[src/rtl/key_press_event_detector_defines.svh]
// Assertion macros for the key press event detector.
// Used by kped_fsm; expects clk and rst_n to be visible where a macro is used.
`ifndef KEY_PRESS_EVENT_DETECTOR_DEFINES_SVH
`define KEY_PRESS_EVENT_DETECTOR_DEFINES_SVH
`ifndef SYNTHESIS
`define KPED_ASSERT(label, cond) \
    label: assert property (@(posedge clk) disable iff (!rst_n) (cond)) \
        else $error("kped: invariant violated");
`define KPED_ASSERT_SAME(label, ante, cons) \
    label: assert property (@(posedge clk) disable iff (!rst_n) (ante) |-> (cons)) \
        else $error("kped: same-cycle implication violated");
`define KPED_ASSERT_NEXT(label, ante, cons) \
    label: assert property (@(posedge clk) disable iff (!rst_n) (ante) |=> (cons)) \
        else $error("kped: next-cycle implication violated");
`else
`define KPED_ASSERT(label, cond)
`define KPED_ASSERT_SAME(label, ante, cons)
`define KPED_ASSERT_NEXT(label, ante, cons)
`endif
`endif

[src/rtl/kped_pkg.sv]
// Shared types, constants and the key priority encoder of the key press event detector.
// No dependencies; every other file but the assertion macro header imports this package.
package kped_pkg;

    localparam int NUM_KEYS   = 8;
    localparam int LEVEL_BITS = 8;
    localparam int PIN_KEYS   = (NUM_KEYS < LEVEL_BITS) ? NUM_KEYS : LEVEL_BITS;
    localparam int KEY_W      = 4;
    localparam int KIND_W     = 3;
    localparam int TIMER_W    = 12;
    localparam int CFG_W      = 12;
    localparam int CFG_IDX_W  = 2;

    localparam logic               KEY_PIN_ACTIVE = 1'b0;
    localparam logic [TIMER_W-1:0] TIMER_MAX      = {TIMER_W{1'b1}};

    localparam logic [CFG_W-1:0] DEBOUNCE_RESET   = CFG_W'(2);
    localparam logic [CFG_W-1:0] LONG_PRESS_RESET = CFG_W'(100);
    localparam logic [CFG_W-1:0] REPEAT_RESET     = CFG_W'(20);

    typedef enum logic [1:0] {
        ST_IDLE     = 2'd0,
        ST_DEBOUNCE = 2'd1,
        ST_PRESSED  = 2'd2,
        ST_LONG     = 2'd3
    } kped_state_t;

    typedef enum logic [KIND_W-1:0] {
        EV_NONE      = 3'd0,
        EV_PRESS     = 3'd1,
        EV_SHORT_REL = 3'd2,
        EV_LONG      = 3'd3,
        EV_REPEAT    = 3'd4,
        EV_LONG_REL  = 3'd5
    } kped_event_t;

    typedef enum logic [CFG_IDX_W-1:0] {
        REG_DEBOUNCE   = 2'd0,
        REG_LONG_PRESS = 2'd1,
        REG_REPEAT     = 2'd2
    } kped_reg_t;

    typedef struct packed {
        logic [CFG_W-1:0] debounce_ticks;
        logic [CFG_W-1:0] long_press_ticks;
        logic [CFG_W-1:0] repeat_ticks;
    } kped_cfg_t;

    typedef struct packed {
        kped_event_t      kind;
        logic [KEY_W-1:0] key;
    } kped_result_t;

    // Number of the lowest pressed key, 0 when none is down. Keys without a pin never count.
    function automatic logic [KEY_W-1:0] lowest_down_key(input logic [LEVEL_BITS-1:0] levels);
        logic [KEY_W-1:0] key;
        key = '0;
        for (int i = PIN_KEYS - 1; i >= 0; i--) begin
            if (levels[i] == KEY_PIN_ACTIVE)
            begin
                key = KEY_W'(i + 1);
            end
        end
        return key;
    endfunction

endpackage

[src/rtl/kped_sample_if.sv]
// Input channel of the key press event detector: one key sample per transfer.
// Depends on kped_pkg for the field widths.
interface kped_sample_if;
    import kped_pkg::*;

    logic                  valid;
    logic                  ready;
    logic [LEVEL_BITS-1:0] key_levels;
    logic                  tick;

    modport source (output valid, key_levels, tick, input ready);
    modport sink   (input valid, key_levels, tick, output ready);
endinterface

[src/rtl/kped_event_if.sv]
// Output channel of the key press event detector: one event result per transfer.
// Depends on kped_pkg for the field widths.
interface kped_event_if;
    import kped_pkg::*;

    logic              valid;
    logic              ready;
    logic [KIND_W-1:0] event_kind;
    logic [KEY_W-1:0]  event_key;

    modport source (output valid, event_kind, event_key, input ready);
    modport sink   (input valid, event_kind, event_key, output ready);
endinterface

[src/rtl/kped_cfg_regs.sv]
// Configuration register file of the key press event detector (three timing thresholds).
// Depends on kped_pkg.
module kped_cfg_regs (
    input  logic                       clk,
    input  logic                       rst_n,
    input  logic                       wr_en,
    input  logic [kped_pkg::CFG_IDX_W-1:0] index,
    input  logic [kped_pkg::CFG_W-1:0] wdata,
    output kped_pkg::kped_cfg_t        cfg
);
    import kped_pkg::*;

    kped_cfg_t cfg_reg;
    kped_cfg_t cfg_next;

    always_comb
    begin
        cfg_next = cfg_reg;
        if (wr_en)
        begin
            // Writes to an unused index are dropped.
            unique case (index)
                REG_DEBOUNCE:   cfg_next.debounce_ticks   = wdata;
                REG_LONG_PRESS: cfg_next.long_press_ticks = wdata;
                REG_REPEAT:     cfg_next.repeat_ticks     = wdata;
                default:        cfg_next                  = cfg_reg;
            endcase
        end
    end

    always_ff @(posedge clk or negedge rst_n)
    begin
        if (!rst_n)
        begin
            cfg_reg.debounce_ticks   <= DEBOUNCE_RESET;
            cfg_reg.long_press_ticks <= LONG_PRESS_RESET;
            cfg_reg.repeat_ticks     <= REPEAT_RESET;
        end
        else
        begin
            cfg_reg <= cfg_next;
        end
    end

    assign cfg = cfg_reg;

endmodule

[src/rtl/kped_fsm.sv]
// Debounce / press / long-hold state machine with its saturating hold timer.
// Depends on kped_pkg and the assertion macros in key_press_event_detector_defines.svh.
`include "key_press_event_detector_defines.svh"

module kped_fsm (
    input  logic                            clk,
    input  logic                            rst_n,
    input  logic                            step,
    input  logic [kped_pkg::LEVEL_BITS-1:0] key_levels,
    input  logic                            tick,
    input  kped_pkg::kped_cfg_t             cfg,
    output kped_pkg::kped_result_t          result
);
    import kped_pkg::*;

    kped_state_t        state_reg;
    kped_state_t        state_next;
    logic [KEY_W-1:0]   held_key_reg;
    logic [KEY_W-1:0]   held_key_next;
    logic [TIMER_W-1:0] timer_reg;
    logic [TIMER_W-1:0] timer_next;
    logic [TIMER_W-1:0] timer_adv;
    logic [KEY_W-1:0]   key;

    always_comb
    begin
        key = lowest_down_key(key_levels);

        // The tick advances the timer first; a clear below overrides it.
        timer_adv = (tick && (timer_reg != TIMER_MAX)) ? timer_reg + TIMER_W'(1) : timer_reg;

        state_next    = state_reg;
        held_key_next = held_key_reg;
        timer_next    = timer_adv;
        result.kind   = EV_NONE;
        result.key    = '0;

        unique case (state_reg)
            ST_IDLE:
            begin
                if (key != '0)
                begin
                    held_key_next = key;
                    timer_next    = '0;
                    state_next    = ST_DEBOUNCE;
                end
            end
            ST_DEBOUNCE:
            begin
                if (key != held_key_reg)
                begin
                    state_next = ST_IDLE;
                end
                else if (timer_adv >= cfg.debounce_ticks)
                begin
                    timer_next  = '0;
                    state_next  = ST_PRESSED;
                    result.kind = EV_PRESS;
                    result.key  = held_key_reg;
                end
            end
            ST_PRESSED:
            begin
                if (key != held_key_reg)
                begin
                    state_next  = ST_IDLE;
                    result.kind = EV_SHORT_REL;
                    result.key  = held_key_reg;
                end
                else if (timer_adv >= cfg.long_press_ticks)
                begin
                    timer_next  = '0;
                    state_next  = ST_LONG;
                    result.kind = EV_LONG;
                    result.key  = held_key_reg;
                end
            end
            ST_LONG:
            begin
                if (key != held_key_reg)
                begin
                    state_next  = ST_IDLE;
                    result.kind = EV_LONG_REL;
                    result.key  = held_key_reg;
                end
                else if (timer_adv >= cfg.repeat_ticks)
                begin
                    timer_next  = '0;
                    result.kind = EV_REPEAT;
                    result.key  = held_key_reg;
                end
            end
            default:
            begin
                state_next = ST_IDLE;
            end
        endcase
    end

    always_ff @(posedge clk or negedge rst_n)
    begin
        if (!rst_n)
        begin
            state_reg    <= ST_IDLE;
            held_key_reg <= '0;
            timer_reg    <= '0;
        end
        else if (step)
        begin
            state_reg    <= state_next;
            held_key_reg <= held_key_next;
            timer_reg    <= timer_next;
        end
    end

    // Outside idle a real key is always latched, so every event names a key.
    `KPED_ASSERT(a_held_key_valid, (state_reg == ST_IDLE) || (held_key_reg != '0))
    `KPED_ASSERT(a_key_iff_event, (result.kind == EV_NONE) == (result.key == '0))
    `KPED_ASSERT_NEXT(a_press_enters_pressed, step && (result.kind == EV_PRESS),
        (state_reg == ST_PRESSED) && (timer_reg == '0))
    `KPED_ASSERT_NEXT(a_idle_capture, step && (state_reg == ST_IDLE) && (key != '0),
        (state_reg == ST_DEBOUNCE) && (timer_reg == '0) && (held_key_reg == $past(key)))
    `KPED_ASSERT_SAME(a_idle_silent, (state_reg == ST_IDLE), (result.kind == EV_NONE))

endmodule

[src/rtl/key_press_event_detector.sv]
// Key press event detector: top level with input register, state machine and result register.
// Depends on kped_pkg, kped_sample_if, kped_event_if, kped_cfg_regs and kped_fsm.
//
// Each transfer on the samples channel carries one sample of eight active-low key pins and
// a timer tick flag. The lowest-numbered pressed key is followed through debounce, press and
// long hold, and every sample yields exactly one transfer on the events channel: no event
// (kind 0, key 0), press, short release, long press, hold repeat or long release, each with
// the key number 1 to 8. A tick advances a 12-bit hold timer that saturates at 4095; the three
// thresholds (debounce, long press, repeat period, in ticks) are written through the
// configuration port at indices 0, 1 and 2, and writes to index 3 are ignored. Write them only
// while no sample is in flight. The block takes one sample per clock: a sample is registered
// on transfer, the state machine evaluates it in the following cycle and its event is
// registered in the result register when that register is free, which raises events valid.
// The input and output registers decouple the channels, so a new sample is taken while a
// finished event waits; throughput drops below one per clock only when the events sink stalls.
module key_press_event_detector (
    input  logic                              clk,
    input  logic                              rst_n,
    kped_sample_if.sink                       samples,
    kped_event_if.source                      events,
    input  logic                              cfg_wr_en,
    input  logic [kped_pkg::CFG_IDX_W-1:0]    cfg_index,
    input  logic [kped_pkg::CFG_W-1:0]        cfg_wdata
);
    import kped_pkg::*;

    // Input register holding the sample under evaluation.
    logic                  in_valid_reg;
    logic                  in_valid_next;
    logic [LEVEL_BITS-1:0] in_levels_reg;
    logic                  in_tick_reg;

    // Result register feeding the events channel.
    logic                  out_valid_reg;
    logic                  out_valid_next;
    kped_result_t          out_result_reg;

    kped_cfg_t             cfg;
    kped_result_t          result;
    logic                  out_free;
    logic                  step;
    logic                  take;

    // The result register can load when it is empty or its event is transferred now.
    assign out_free = !out_valid_reg || events.ready;
    // The state machine commits the buffered sample when its event can be stored.
    assign step     = in_valid_reg && out_free;
    // A new sample enters when the input register is empty or is being drained.
    assign take     = samples.valid && samples.ready;
    assign samples.ready = !in_valid_reg || out_free;

    always_comb
    begin
        in_valid_next  = in_valid_reg;
        out_valid_next = out_valid_reg;
        if (samples.ready)
        begin
            in_valid_next = samples.valid;
        end
        if (out_free)
        begin
            out_valid_next = in_valid_reg;
        end
    end

    kped_cfg_regs u_cfg_regs (
        .clk   (clk),
        .rst_n (rst_n),
        .wr_en (cfg_wr_en),
        .index (cfg_index),
        .wdata (cfg_wdata),
        .cfg   (cfg)
    );

    kped_fsm u_fsm (
        .clk        (clk),
        .rst_n      (rst_n),
        .step       (step),
        .key_levels (in_levels_reg),
        .tick       (in_tick_reg),
        .cfg        (cfg),
        .result     (result)
    );

    always_ff @(posedge clk or negedge rst_n)
    begin
        if (!rst_n)
        begin
            in_valid_reg  <= 1'b0;
            out_valid_reg <= 1'b0;
        end
        else
        begin
            in_valid_reg  <= in_valid_next;
            out_valid_reg <= out_valid_next;
        end
    end

    // Payload registers need no reset; they are qualified by the valid flags.
    always_ff @(posedge clk)
    begin
        if (take)
        begin
            in_levels_reg <= samples.key_levels;
            in_tick_reg   <= samples.tick;
        end
        if (step)
        begin
            out_result_reg <= result;
        end
    end

    assign events.valid      = out_valid_reg;
    assign events.event_kind = out_result_reg.kind;
    assign events.event_key  = out_result_reg.key;

endmodule
[src/flat_wrapper.sv]
// flat-port wrapper written by rule: the top's interface ports become plain ports
module key_press_event_detector_flat import kped_pkg::*;
  (clk, rst_n, cfg_wr_en, cfg_index, cfg_wdata, samples_valid, samples_key_levels, samples_tick, samples_ready, events_valid, events_event_kind, events_event_key, events_ready);
  kped_sample_if samples_i ();
  kped_event_if events_i ();
  input  logic clk;
  input  logic rst_n;
  input  logic cfg_wr_en;
  input  logic [kped_pkg::CFG_IDX_W-1:0] cfg_index;
  input  logic [kped_pkg::CFG_W-1:0] cfg_wdata;
  input wire logic [$bits(samples_i.valid)-1:0] samples_valid;
  input wire logic [$bits(samples_i.key_levels)-1:0] samples_key_levels;
  input wire logic [$bits(samples_i.tick)-1:0] samples_tick;
  output wire logic [$bits(samples_i.ready)-1:0] samples_ready;
  output wire logic [$bits(events_i.valid)-1:0] events_valid;
  output wire logic [$bits(events_i.event_kind)-1:0] events_event_kind;
  output wire logic [$bits(events_i.event_key)-1:0] events_event_key;
  input wire logic [$bits(events_i.ready)-1:0] events_ready;
  assign samples_i.valid = samples_valid;
  assign samples_i.key_levels = samples_key_levels;
  assign samples_i.tick = samples_tick;
  assign samples_ready = samples_i.ready;
  assign events_valid = events_i.valid;
  assign events_event_kind = events_i.event_kind;
  assign events_event_key = events_i.event_key;
  assign events_i.ready = events_ready;
  key_press_event_detector u_core (.clk(clk), .rst_n(rst_n), .samples(samples_i), .events(events_i), .cfg_wr_en(cfg_wr_en), .cfg_index(cfg_index), .cfg_wdata(cfg_wdata));
endmodule
[config.mk]
export PLATFORM = sky130hd
export DESIGN_NAME = key_press_event_detector_flat
export DESIGN_NICKNAME = d
export VERILOG_FILES = /design/src/rtl/kped_pkg.sv /design/src/rtl/kped_sample_if.sv /design/src/rtl/kped_event_if.sv /design/src/rtl/kped_cfg_regs.sv /design/src/rtl/kped_fsm.sv /design/src/rtl/key_press_event_detector.sv /design/src/flat_wrapper.sv
export VERILOG_INCLUDE_DIRS = /design/src /design/src/rtl
export SDC_FILE = /design/constraint.sdc
export NUM_CORES = 1
export LEC_CHECK = 0
export BUFFER_PORTS_ARGS = -buffer_cell sky130_fd_sc_hd__buf_2
export CAP_MARGIN = 5
export CORE_MARGIN = 5
export CORE_UTILIZATION = 60
export DETAILED_ROUTE_END_ITERATION = 10
export PLACE_DENSITY = 0.84
export SLEW_MARGIN = 20
export SYNTH_ARGS = -nofsm -noshare
export SYNTH_HDL_FRONTEND = slang
export SYNTH_HIERARCHICAL = 1
export SYNTH_SLANG_ARGS = --single-unit
[constraint.sdc]
create_clock -name clk -period 4.3 [get_ports clk]
set_clock_uncertainty 0.1 [all_clocks]
set_input_delay 0.215 -clock clk [delete_from_list [all_inputs] [get_ports clk]]
set_output_delay 0.215 -clock clk [all_outputs]
set_load 0.005 [all_outputs]
==> impl_metrics.toml, run 1 <==
[run_status]
status = "finished, final reports clean"

[clock_tree]
cts_tree = "done"
root_buffer = "clkbuf_8"
h-tree-depth = 3
clkLatencyLatePin_ns = 0.35
post_cts_resized = 0
clock_path_buffers = 2
cts_num_sinks = 72
cts_made_buffers = 9
clk_pin_slew_ns = 0.08

[sta]
timing.fmax_ghz = 0.244
hold_violations = 0
fin_ws_ns = 0.204
final.period_utilization_pct = 95.3
finalWorstPathRequiredPeriod_ns = 4.10
tightest_slew_ns = 1.08
finalSetupTns_ns = 0
setup_viol = 0
slew_violations = 0
whs_ns = 0.0249
slew_headroom_pct = 27.8

[placed_design]
dpl_worst_slack_ns = 0.373
placed_cells = 511
port_buffers = 36
dp_hpwl_mm = 6.16
placed_cell_area_um2 = 4430
gp_congestion = 0.840

[setup_path]
path_max_fanout = 13
cp-end-kind = "register"
r2r_slack_ns = 0.20
worst-endpoint-arrival_ns = 4.28
start_kind = "register"
cp.required_ns = 4.48
path_class = "register to register"

[synthesis]
syn-num-nets = 450
yosys_warnings = 6
avgSynthCellArea_um2 = 10.8
netlist_instances = 385
synth_ff_type = "dfrtp_1"
ys_seq_area_share_pct = 45.4
synth_seq_cells = 72
synth_edf_count = 16
syn_area_um2 = 4170
synth.area.top_cells = "dfrtp_1, edfxtp_1, ha_1"
yosysMostFrequentCell = "dfrtp_1"
async_flop_share_pct = 77.8
synth.top_cell.area_share_pct = 30.0
synth_common_cells = "dfrtp_1, inv_1, mux2_2, ha_1, nand2_1"
yosysTopAreaCell = "dfrtp_1"
ys_types = 53

[detailed_routing]
drtAntennaViolNets = 0
drcViolationCount = 0
vias = 3051
detail_route.wl_per_cell_um = 16.0
dr_wl_met2_mm = 4.47
route.met3.wl_um = 329
met1Wirelength_mm = 3.62
highest_layer = "met4"
drt-vias-per-instance = 5.66
routed_wl_mm = 8.60
first_pass_iters = 4
first_iter_violations = 156

[grt]
grt.total_usage_pct = 21.2
overflow = 0
grt_start_max_net_pins = 57
grt_pass1_wl_mm = 14.4
antenna_found_initial = 0
first_global_vias = 3122

[layout]
syn_to_final_growth_pct = 14.2
filler_cell_count = 474
fin_area_um2 = 4760
layout.cells.non_filler = 539
multiInputGateArea_um2 = 2060
seq_area_um2 = 1890
antennaDiodeCount = 0
largest_reg_flops = 36
nets = 503
drive_gt1_share_pct = 25.5

[floorplanning]
rows = 30
design.die.area_um2 = 8710
coreArea_um2 = 6790
io_pins = 37
die_h_um = 93.3
initial_core_util_pct = 61.3
die-width_um = 93.3

[min_path]
worstHoldPathType = "input port to register"

[power]
power_density_nw_per_um2 = 433
ir_worst_vdd_mv = 0.244
leakage_nw = 2.24

[flow_run]
maxCapViolCount = 0
==> critical path, cell delays in order (launching register included) <==
cell	delay (ns)
dfrtp_1	0.47
ha_1	0.28
nand4_1	0.20
o21ai_4	0.29
nor2_1	0.11
and4_1	0.25
xnor2_1	0.33
ha_1	0.32
a21oi_1	0.17
nor2_1	0.06
a211oi_1	0.22
o21ai_0	0.24
mux2i_1	0.24
buf_4	0.16
o211a_4	0.26
nor4b_4	0.21
a221o_1	0.14
==> where the power goes <==
part	leakage [nW]	internal, W	total, W	switching (W)
logic	1.30	0.000260	0.000580	0.000319
registers	0.836	0.000818	0.000906	0.0000874
clock network	0.106	0.000321	0.000575	0.000254
==> cell families (layout without fill, tap and decap cells) <==
kind of cell               Yosys count  count (layout)  share of synthesized area [%]
xor gates and xnor gates             8               8                           1.68
AOI/OAI and AO/OA                   67              67                           11.7
and+or+nand+nor                    110             110                           14.4
DFF                                 72              72                           45.4
muxes                               40              40                           10.8
buffers and inverters               51             109                           5.08
adders and majority gates           37              37                           11.1
==> timing repair <==
item	4_1_cts	5_1_grt
setup endpoints to repair	0	1
endpoints found under the hold margin	60	0
hold buffers	11	0
buffers inserted	0	1
==> layer usage <==
layer / global-route usage, % / up-vias
met5: 0 / -
met4: 9.65 / 0
met3: 3.78 / 16
met2: 36.4 / 76
met1: 25.9 / 1484
li1: - / 1475
==> cells in the final DEF (no fill, tap or decap), types with 2 or more instances in the layout <==
cell type,n
nor2_1,26
buf_4,3
ha_1,37
nor2b_1,11
a31o_1,7
nand3_1,6
xnor2_1,3
and4_1,2
bufinv_16,2
edfxtp_1,16
clkinv_2,3
and2_1,6
dlygate4sd3_1,11
xor2_1,5
nand2_1,27
inv_1,43
dfrtp_1,50
nand2b_1,4
a211oi_1,12
nor3_1,4
a31oi_1,2
nand3b_1,4
clkbuf_8,9
buf_2,36
nand4_1,10
a21oi_1,14
o31ai_1,2
o21ai_0,13
o21ai_1,4
dfstp_2,6
mux2_2,38
mux2i_1,2
==> cell type report <==
type,instances,share of cell area [%]
multi-input combinational,262,43.4
sequential,72,39.7
timing repair buffer,50,6.57
inverter,43,3.39
clock buffer,9,2.60
tap,96,2.52
clock inverter,7,1.81
==> per-stage QoR <==
step | utilization, % | total power (W)
2_1_floorplan | - | 0.00132
3_3_place_gp | 65.2 | 0.00144
3_5_place_dp | 65.2 | 0.00147
4_1_cts | 69.9 | 0.00206
5_1_grt | 70.0 | 0.00218
6_report | 70.0 | 0.00206
==> final timing paths <==
| path | depth (start not counted) | from | end |
|---|---|---|---|
| hold reg to reg | 1 | u_core/u_cfg_regs/cfg[5] | u_core/u_cfg_regs/cfg[5] |
| setup / recovery | 16 | u_core/u_fsm/timer_reg[0] | u_core/u_fsm/timer_reg[0] |
| min in group asynchronous | 3 | rst_n | u_core/u_cfg_regs/cfg[26] |
| setup reg to reg | 16 | u_core/u_fsm/timer_reg[0] | u_core/u_fsm/timer_reg[0] |
| hold / removal | 2 | cfg_wdata[10] | u_core/u_cfg_regs/cfg[34] |
| max in group asynchronous | 3 | rst_n | u_core/u_fsm/timer_reg[7] |
(Power assumes the default switching activity.)
==> inputs of run 2 (changes only) <==
--- a/config.mk
+++ b/config.mk
@@ -12,7 +12,6 @@
 export CORE_UTILIZATION = 60
 export DETAILED_ROUTE_END_ITERATION = 10
 export PLACE_DENSITY = 0.84
-export SLEW_MARGIN = 20
 export SYNTH_ARGS = -nofsm -noshare
 export SYNTH_HDL_FRONTEND = slang
 export SYNTH_HIERARCHICAL = 1
==> constraint.sdc (replaced) <==
create_clock -name clk -period 4.3 [get_ports clk]
set_clock_uncertainty 0.1 [all_clocks]
set_input_delay 0.43 -clock clk [delete_from_list [all_inputs] [get_ports clk]]
set_output_delay 0.43 -clock clk [all_outputs]
set_load 0.005 [all_outputs]
==> run 2 against run 1 <==
  * Global-route usage decreased by 0.80 points
  * Cell area decreased by 2.4%
  * Critical path depth decreased by 1
  * Largest cell class unchanged
==> impl_metrics.toml, run 2 (same netlist as run 1, synthesis figures left out) <==
[sta]
timing.fmax_ghz = 0.252
final.period_utilization_pct = 92.4
finalWorstPathRequiredPeriod_ns = 3.97
hold_violations = 0
slew_headroom_pct = 28.0
fin_ws_ns = 0.329
finalSetupTns_ns = 0
slew_violations = 0
tightest_slew_ns = 1.08
setup_viol = 0
rsz0062_at_grt = "false"

[layout]
antennaDiodeCount = 0
layout_common_cells = "dfrtp_1, inv_1, mux2_2, ha_1, buf_2"
fin_area_um2 = 4640
seq_area_um2 = 1890
largest_reg_flops = 36
multiInputGateArea_um2 = 2060
drive_gt1_share_pct = 26.0
syn_to_final_growth_pct = 11.4
nets = 491
utilization_pct = 68.3
final_common_cell = "dfrtp_1"
filler_cell_count = 504
layout.cells.non_filler = 527

[grt]
overflow = 0
grt_start_max_net_pins = 57
grt.total_usage_pct = 20.4
antenna_found_initial = 0
grt_pass1_wl_mm = 14.0
first_global_vias = 3141

[power]
ir_worst_vdd_mv = 0.265
power_density_nw_per_um2 = 440
leakage_nw = 2.19

[placed_design]
placed_cell_area_um2 = 4430
dp_hpwl_mm = 5.99
gp_congestion = 0.835
placed_cells = 511
port_buffers = 36
dpl_worst_slack_ns = 0.391

[setup_path]
r2r_cells = 15
cp-end-kind = "register"
crit_chain = "ha_1 -> nand4_1 -> o21ai_4 -> nor2_1 -> and4_1 -> xnor2_1 -> ha_1 -> a21oi_1 -> nor2_1 -> a211oi_1 -> o21ai_0 -> mux2i_1 -> o211a_4 -> nor4b_4 -> a221o_1"
slowest_delay_ns = 0.47
start_kind = "register"
worst-endpoint-arrival_ns = 4.16
critPathSlowestCell = "dfrtp_1"
path_class = "register to register"
path_max_fanout = 13
cp.required_ns = 4.49
r2r-start = "u_core/u_fsm/timer_reg[0]"
worstSetupStartpoint = "u_core/u_fsm/timer_reg[0]"

[clock_tree]
clock_path_buffers = 2
clk_pin_slew_ns = 0.08
cts_post_setup_buffers_inserted = 0
cts_made_buffers = 9
root_buffer = "clkbuf_8"
cts_num_sinks = 72
post_cts_resized = 0
clkLatencyLatePin_ns = 0.35
ctsHoldBuffers = 0
cts_tree = "done"
h-tree-depth = 3

[detailed_routing]
first_pass_iters = 4
first_iter_violations = 185
route.met3.wl_um = 300
dr_wl_met2_mm = 4.14
vias = 2972
drt-vias-per-instance = 5.64
detail_route.wl_per_cell_um = 15.3
routed_wl_mm = 8.06
drcViolationCount = 0
met1Wirelength_mm = 3.40
drtAntennaViolNets = 0
highest_layer = "met4"

[floorplanning]
coreArea_um2 = 6790
rows = 30
initial_core_util_pct = 61.3
die_h_um = 93.3
design.die.area_um2 = 8710
io_pins = 37
die-width_um = 93.3

[flow_run]
maxCapViolCount = 0

[run_status]
status = "finished, final reports clean"

[min_path]
worstHoldPathType = "input port to asynchronous set/reset pin"
==> run 2: through the flow <==
step                      total power (W)  hold WS (ns)
after floorplan                   0.00132        0.0344
after global placement            0.00144         0.387
after detailed placement          0.00147         0.393
after CTS                         0.00205         0.139
after global routing              0.00217         0.143
final                             0.00204         0.118
==> run 2: worst paths after layout <==
check / to / slack, ns
min in group clk: u_core/in_levels_reg[2] / 0.15
hold / removal: u_core/u_cfg_regs/cfg[13] / 0.12
setup reg to reg: u_core/u_fsm/timer_reg[0] / 0.33
max in group asynchronous: u_core/u_fsm/timer_reg[1] / 3.52
setup / recovery: u_core/u_fsm/timer_reg[0] / 0.33
hold reg to reg: u_core/u_cfg_regs/cfg[3] / 0.41
==> run 2: power breakdown <==
group | internal (W) | switching [W] | leakage [nW] | total, W
registers | 0.000818 | 0.0000848 | 0.836 | 0.000903
logic | 0.000252 | 0.000313 | 1.25 | 0.000565
clock network | 0.000325 | 0.000252 | 0.110 | 0.000577
==> run 2: critical path, delay by kind of cell (launching register included) <==
kind / cells / cell delay (ns)
compound gates: 6 / 1.28
fa+ha+maj: 2 / 0.60
flops: 1 / 0.47
xor+xnor: 1 / 0.33
mux: 1 / 0.29
simple gates: 5 / 0.82
==> run 2: final cells by class <==
class,count,share of cell area [%]
Clock buffer,10,2.75
Clock inverter,6,1.81
Inverter,43,3.48
Multi-Input combinational cell,262,44.5
Sequential cell,72,40.7
Tap cell,96,2.59
Timing Repair Buffer,38,4.20
==> run 2: per-layer routing <==
| layer | GRT usage (%) | up-vias |
|---|---|---|
| met5 | 0 | - |
| met4 | 11.8 | 0 |
| met3 | 3.86 | 22 |
| met2 | 34.4 | 56 |
| met1 | 24.2 | 1443 |
| li1 | - | 1451 |
==> inputs of run 3 (changes only) <==
--- a/config.mk
+++ b/config.mk
@@ -8,10 +8,13 @@
 export LEC_CHECK = 0
 export BUFFER_PORTS_ARGS = -buffer_cell sky130_fd_sc_hd__buf_2
 export CAP_MARGIN = 5
+export CORE_ASPECT_RATIO = 0.7
 export CORE_MARGIN = 5
-export CORE_UTILIZATION = 60
+export CORE_UTILIZATION = 62
+export CTS_BUF_LIST = sky130_fd_sc_hd__clkbuf_8
 export DETAILED_ROUTE_END_ITERATION = 10
-export PLACE_DENSITY = 0.84
+export PLACE_DENSITY = 0.87
+export SLEW_MARGIN = 15
 export SYNTH_ARGS = -nofsm -noshare
 export SYNTH_HDL_FRONTEND = slang
 export SYNTH_HIERARCHICAL = 1
==> run 3 against run 2 <==
  * Non-clock buffer count is the same
  * Count of clock-buffer cells in the layout shrank 1
  * Sequential power grew 0.9%
  * Total power shrank 2.0%
  * Routed wire length grew 10%
  * Worst hold slack lost 0.00084 ns
  * Cell count shrank 0.38%
  * Die area shrank 2.6%
  * Critical path type unchanged
==> impl_metrics.toml, run 3 (same netlist as run 1, synthesis figures left out) <==
[run_status]
status = "finished, final reports clean"

[floorplanning]
die-width_um = 108
io_pins = 37
rows = 25
die_h_um = 78.6
coreArea_um2 = 6630
initial_core_util_pct = 62.8
design.die.area_um2 = 8480

[detailed_routing]
drtAntennaViolNets = 0
first_pass_iters = 6
routed_wl_mm = 8.88
detail_route.wl_per_cell_um = 16.9
highest_layer = "met4"
vias = 3072
met1Wirelength_mm = 4.00
route.met3.wl_um = 710
dr_wl_met2_mm = 4.05
first_iter_violations = 216
drcViolationCount = 0
drt-vias-per-instance = 5.85

[power]
power_density_nw_per_um2 = 433
p_int_w = 0.00133
ir_worst_vdd_mv = 0.264
p_sw_w = 0.000669
clockPowerShare_pct = 25.9
p_sw_share_pct = 33.4
leakage_nw = 2.20
p_comb_share_pct = 28.6
seqPwrFrac_pct = 45.5

[layout]
syn_to_final_growth_pct = 11.0
drive_gt1_share_pct = 26.0
utilization_pct = 69.7
filler_cell_count = 485
layout_common_cells = "dfrtp_1, inv_1, mux2_2, ha_1, buf_2"
final_common_cell = "dfrtp_1"
nets = 491
antennaDiodeCount = 0
largest_reg_flops = 36

[setup_path]
worstSetupStartpoint = "u_core/u_fsm/timer_reg[0]"
worst-endpoint-arrival_ns = 4.25
r2r-start = "u_core/u_fsm/timer_reg[0]"
start_kind = "register"
critical-path-top-delay-family = "compound AO/OA/AOI/OAI gates"
path_max_fanout = 13
critPathSlowestCell = "dfrtp_1"
path_buf_inv = 0
cp.required_ns = 4.49
cp-end-kind = "register"
crit_chain = "ha_1 -> nand4_1 -> o21a_1 -> nand3_1 -> nor2_1 -> xor2_1 -> ha_1 -> a211oi_1 -> nor2_1 -> a211oi_1 -> o21ai_0 -> mux2i_1 -> o211a_4 -> nor4b_4 -> a221o_1"
path_class = "register to register"
slowest_delay_ns = 0.46

[sta]
fin_ws_ns = 0.238
rsz0062_at_grt = "false"
finalWorstPathRequiredPeriod_ns = 4.06
finalSetupTns_ns = 0
setup_viol = 0
slew_headroom_pct = 30.3
timing.fmax_ghz = 0.246
hold_violations = 0
final.period_utilization_pct = 94.5
tightest_slew_ns = 1.04
slew_violations = 0

[grt]
antenna_found_initial = 0
first_global_vias = 3050
grt.total_usage_pct = 22.7
grt_pass1_wl_mm = 15.0
overflow = 0
grt_start_max_net_pins = 57

[clock_tree]
cts_num_sinks = 72
clkLatencyLatePin_ns = 0.34
clock_path_buffers = 2
h-tree-depth = 3
root_buffer = "clkbuf_8"
cts_made_buffers = 9
cts_tree = "done"
clk_pin_slew_ns = 0.07
cts_post_setup_buffers_inserted = 0

[placed_design]
port_buffers = 36
gp_congestion = 0.882
dpl_worst_slack_ns = 0.370
dp_hpwl_mm = 6.45

[flow_run]
maxCapViolCount = 0

[min_path]
worstHoldPathType = "input port to asynchronous set/reset pin"
run 3: power groups by stage:
| stage | Clock, W | Combinational, W | Sequential, W |
|---|---|---|---|
| after CTS | 0.000531 | 0.000561 | 0.000909 |
| after floorplan | 0 | 0.000433 | 0.000890 |
| final | 0.000519 | 0.000573 | 0.000911 |
| after global placement | 0 | 0.000525 | 0.000910 |
| after global routing | 0.000558 | 0.000642 | 0.000927 |
| after detailed placement | 0 | 0.000554 | 0.000921 |
run 3: path summary, 6_finish.rpt:
path                       cells past startpoint                         to  slack [ns]
hold reg to reg                                1   u_core/u_cfg_regs/cfg[8]        0.41
setup / recovery                              15  u_core/u_fsm/timer_reg[0]        0.24
min in group clk                               1    u_core/in_levels_reg[7]        0.15
hold / removal                                 2  u_core/u_cfg_regs/cfg[27]        0.12
setup reg to reg                              15  u_core/u_fsm/timer_reg[0]        0.24
max in group asynchronous                      2  u_core/u_cfg_regs/cfg[20]        3.52
run 3: final cells by class:
type / count / area (µm²) / share of cell area, %
inverters: 43 / 161 / 3.49
multi-input cells: 262 / 2070 / 44.8
repair buffers: 38 / 195 / 4.22
flip-flops and latches: 72 / 1890 / 40.9
clock buffers: 9 / 124 / 2.68
well taps: 94 / 118 / 2.54
clock inverters: 7 / 65.1 / 1.41
run 3: per-stage QoR:
| step | power, W | cell area [µm²] | std cells | hold slack (ns) |
|---|---|---|---|---|
| after global routing | 0.00213 | 4620 | 525 | 0.138 |
| after global placement | 0.00144 | 4430 | 509 | 0.388 |
| after floorplan | 0.00132 | 4170 | 385 | 0.0344 |
| final | 0.00200 | 4620 | 525 | 0.117 |
| after CTS | 0.00200 | 4620 | 525 | 0.130 |
| after detailed placement | 0.00147 | 4430 | 509 | 0.394 |
run 3: routing by layer:
metal | up-vias | track usage, %
met2 | 156 | 34.5
li1 | 1449 | -
met1 | 1449 | 32.5
met4 | 0 | 7.57
met5 | - | 0
met3 | 18 | 4.85
run 3: worst register-to-register path: cells and delay by family (launching register included):
family | cells | cell delay, ns
AO/OA/AOI/OAI | 6 | 1.34
AND/OR/NAND/NOR | 5 | 0.78
adder cells (fa/ha/maj) | 2 | 0.63
flip-flops | 1 | 0.46
XOR/XNOR | 1 | 0.40
multiplexers | 1 | 0.31
run 3: what timing repair did:
action,4_1_cts,5_1_grt
hold buffers,0,0
setup endpoints to repair,0,1
resized for setup,0,1
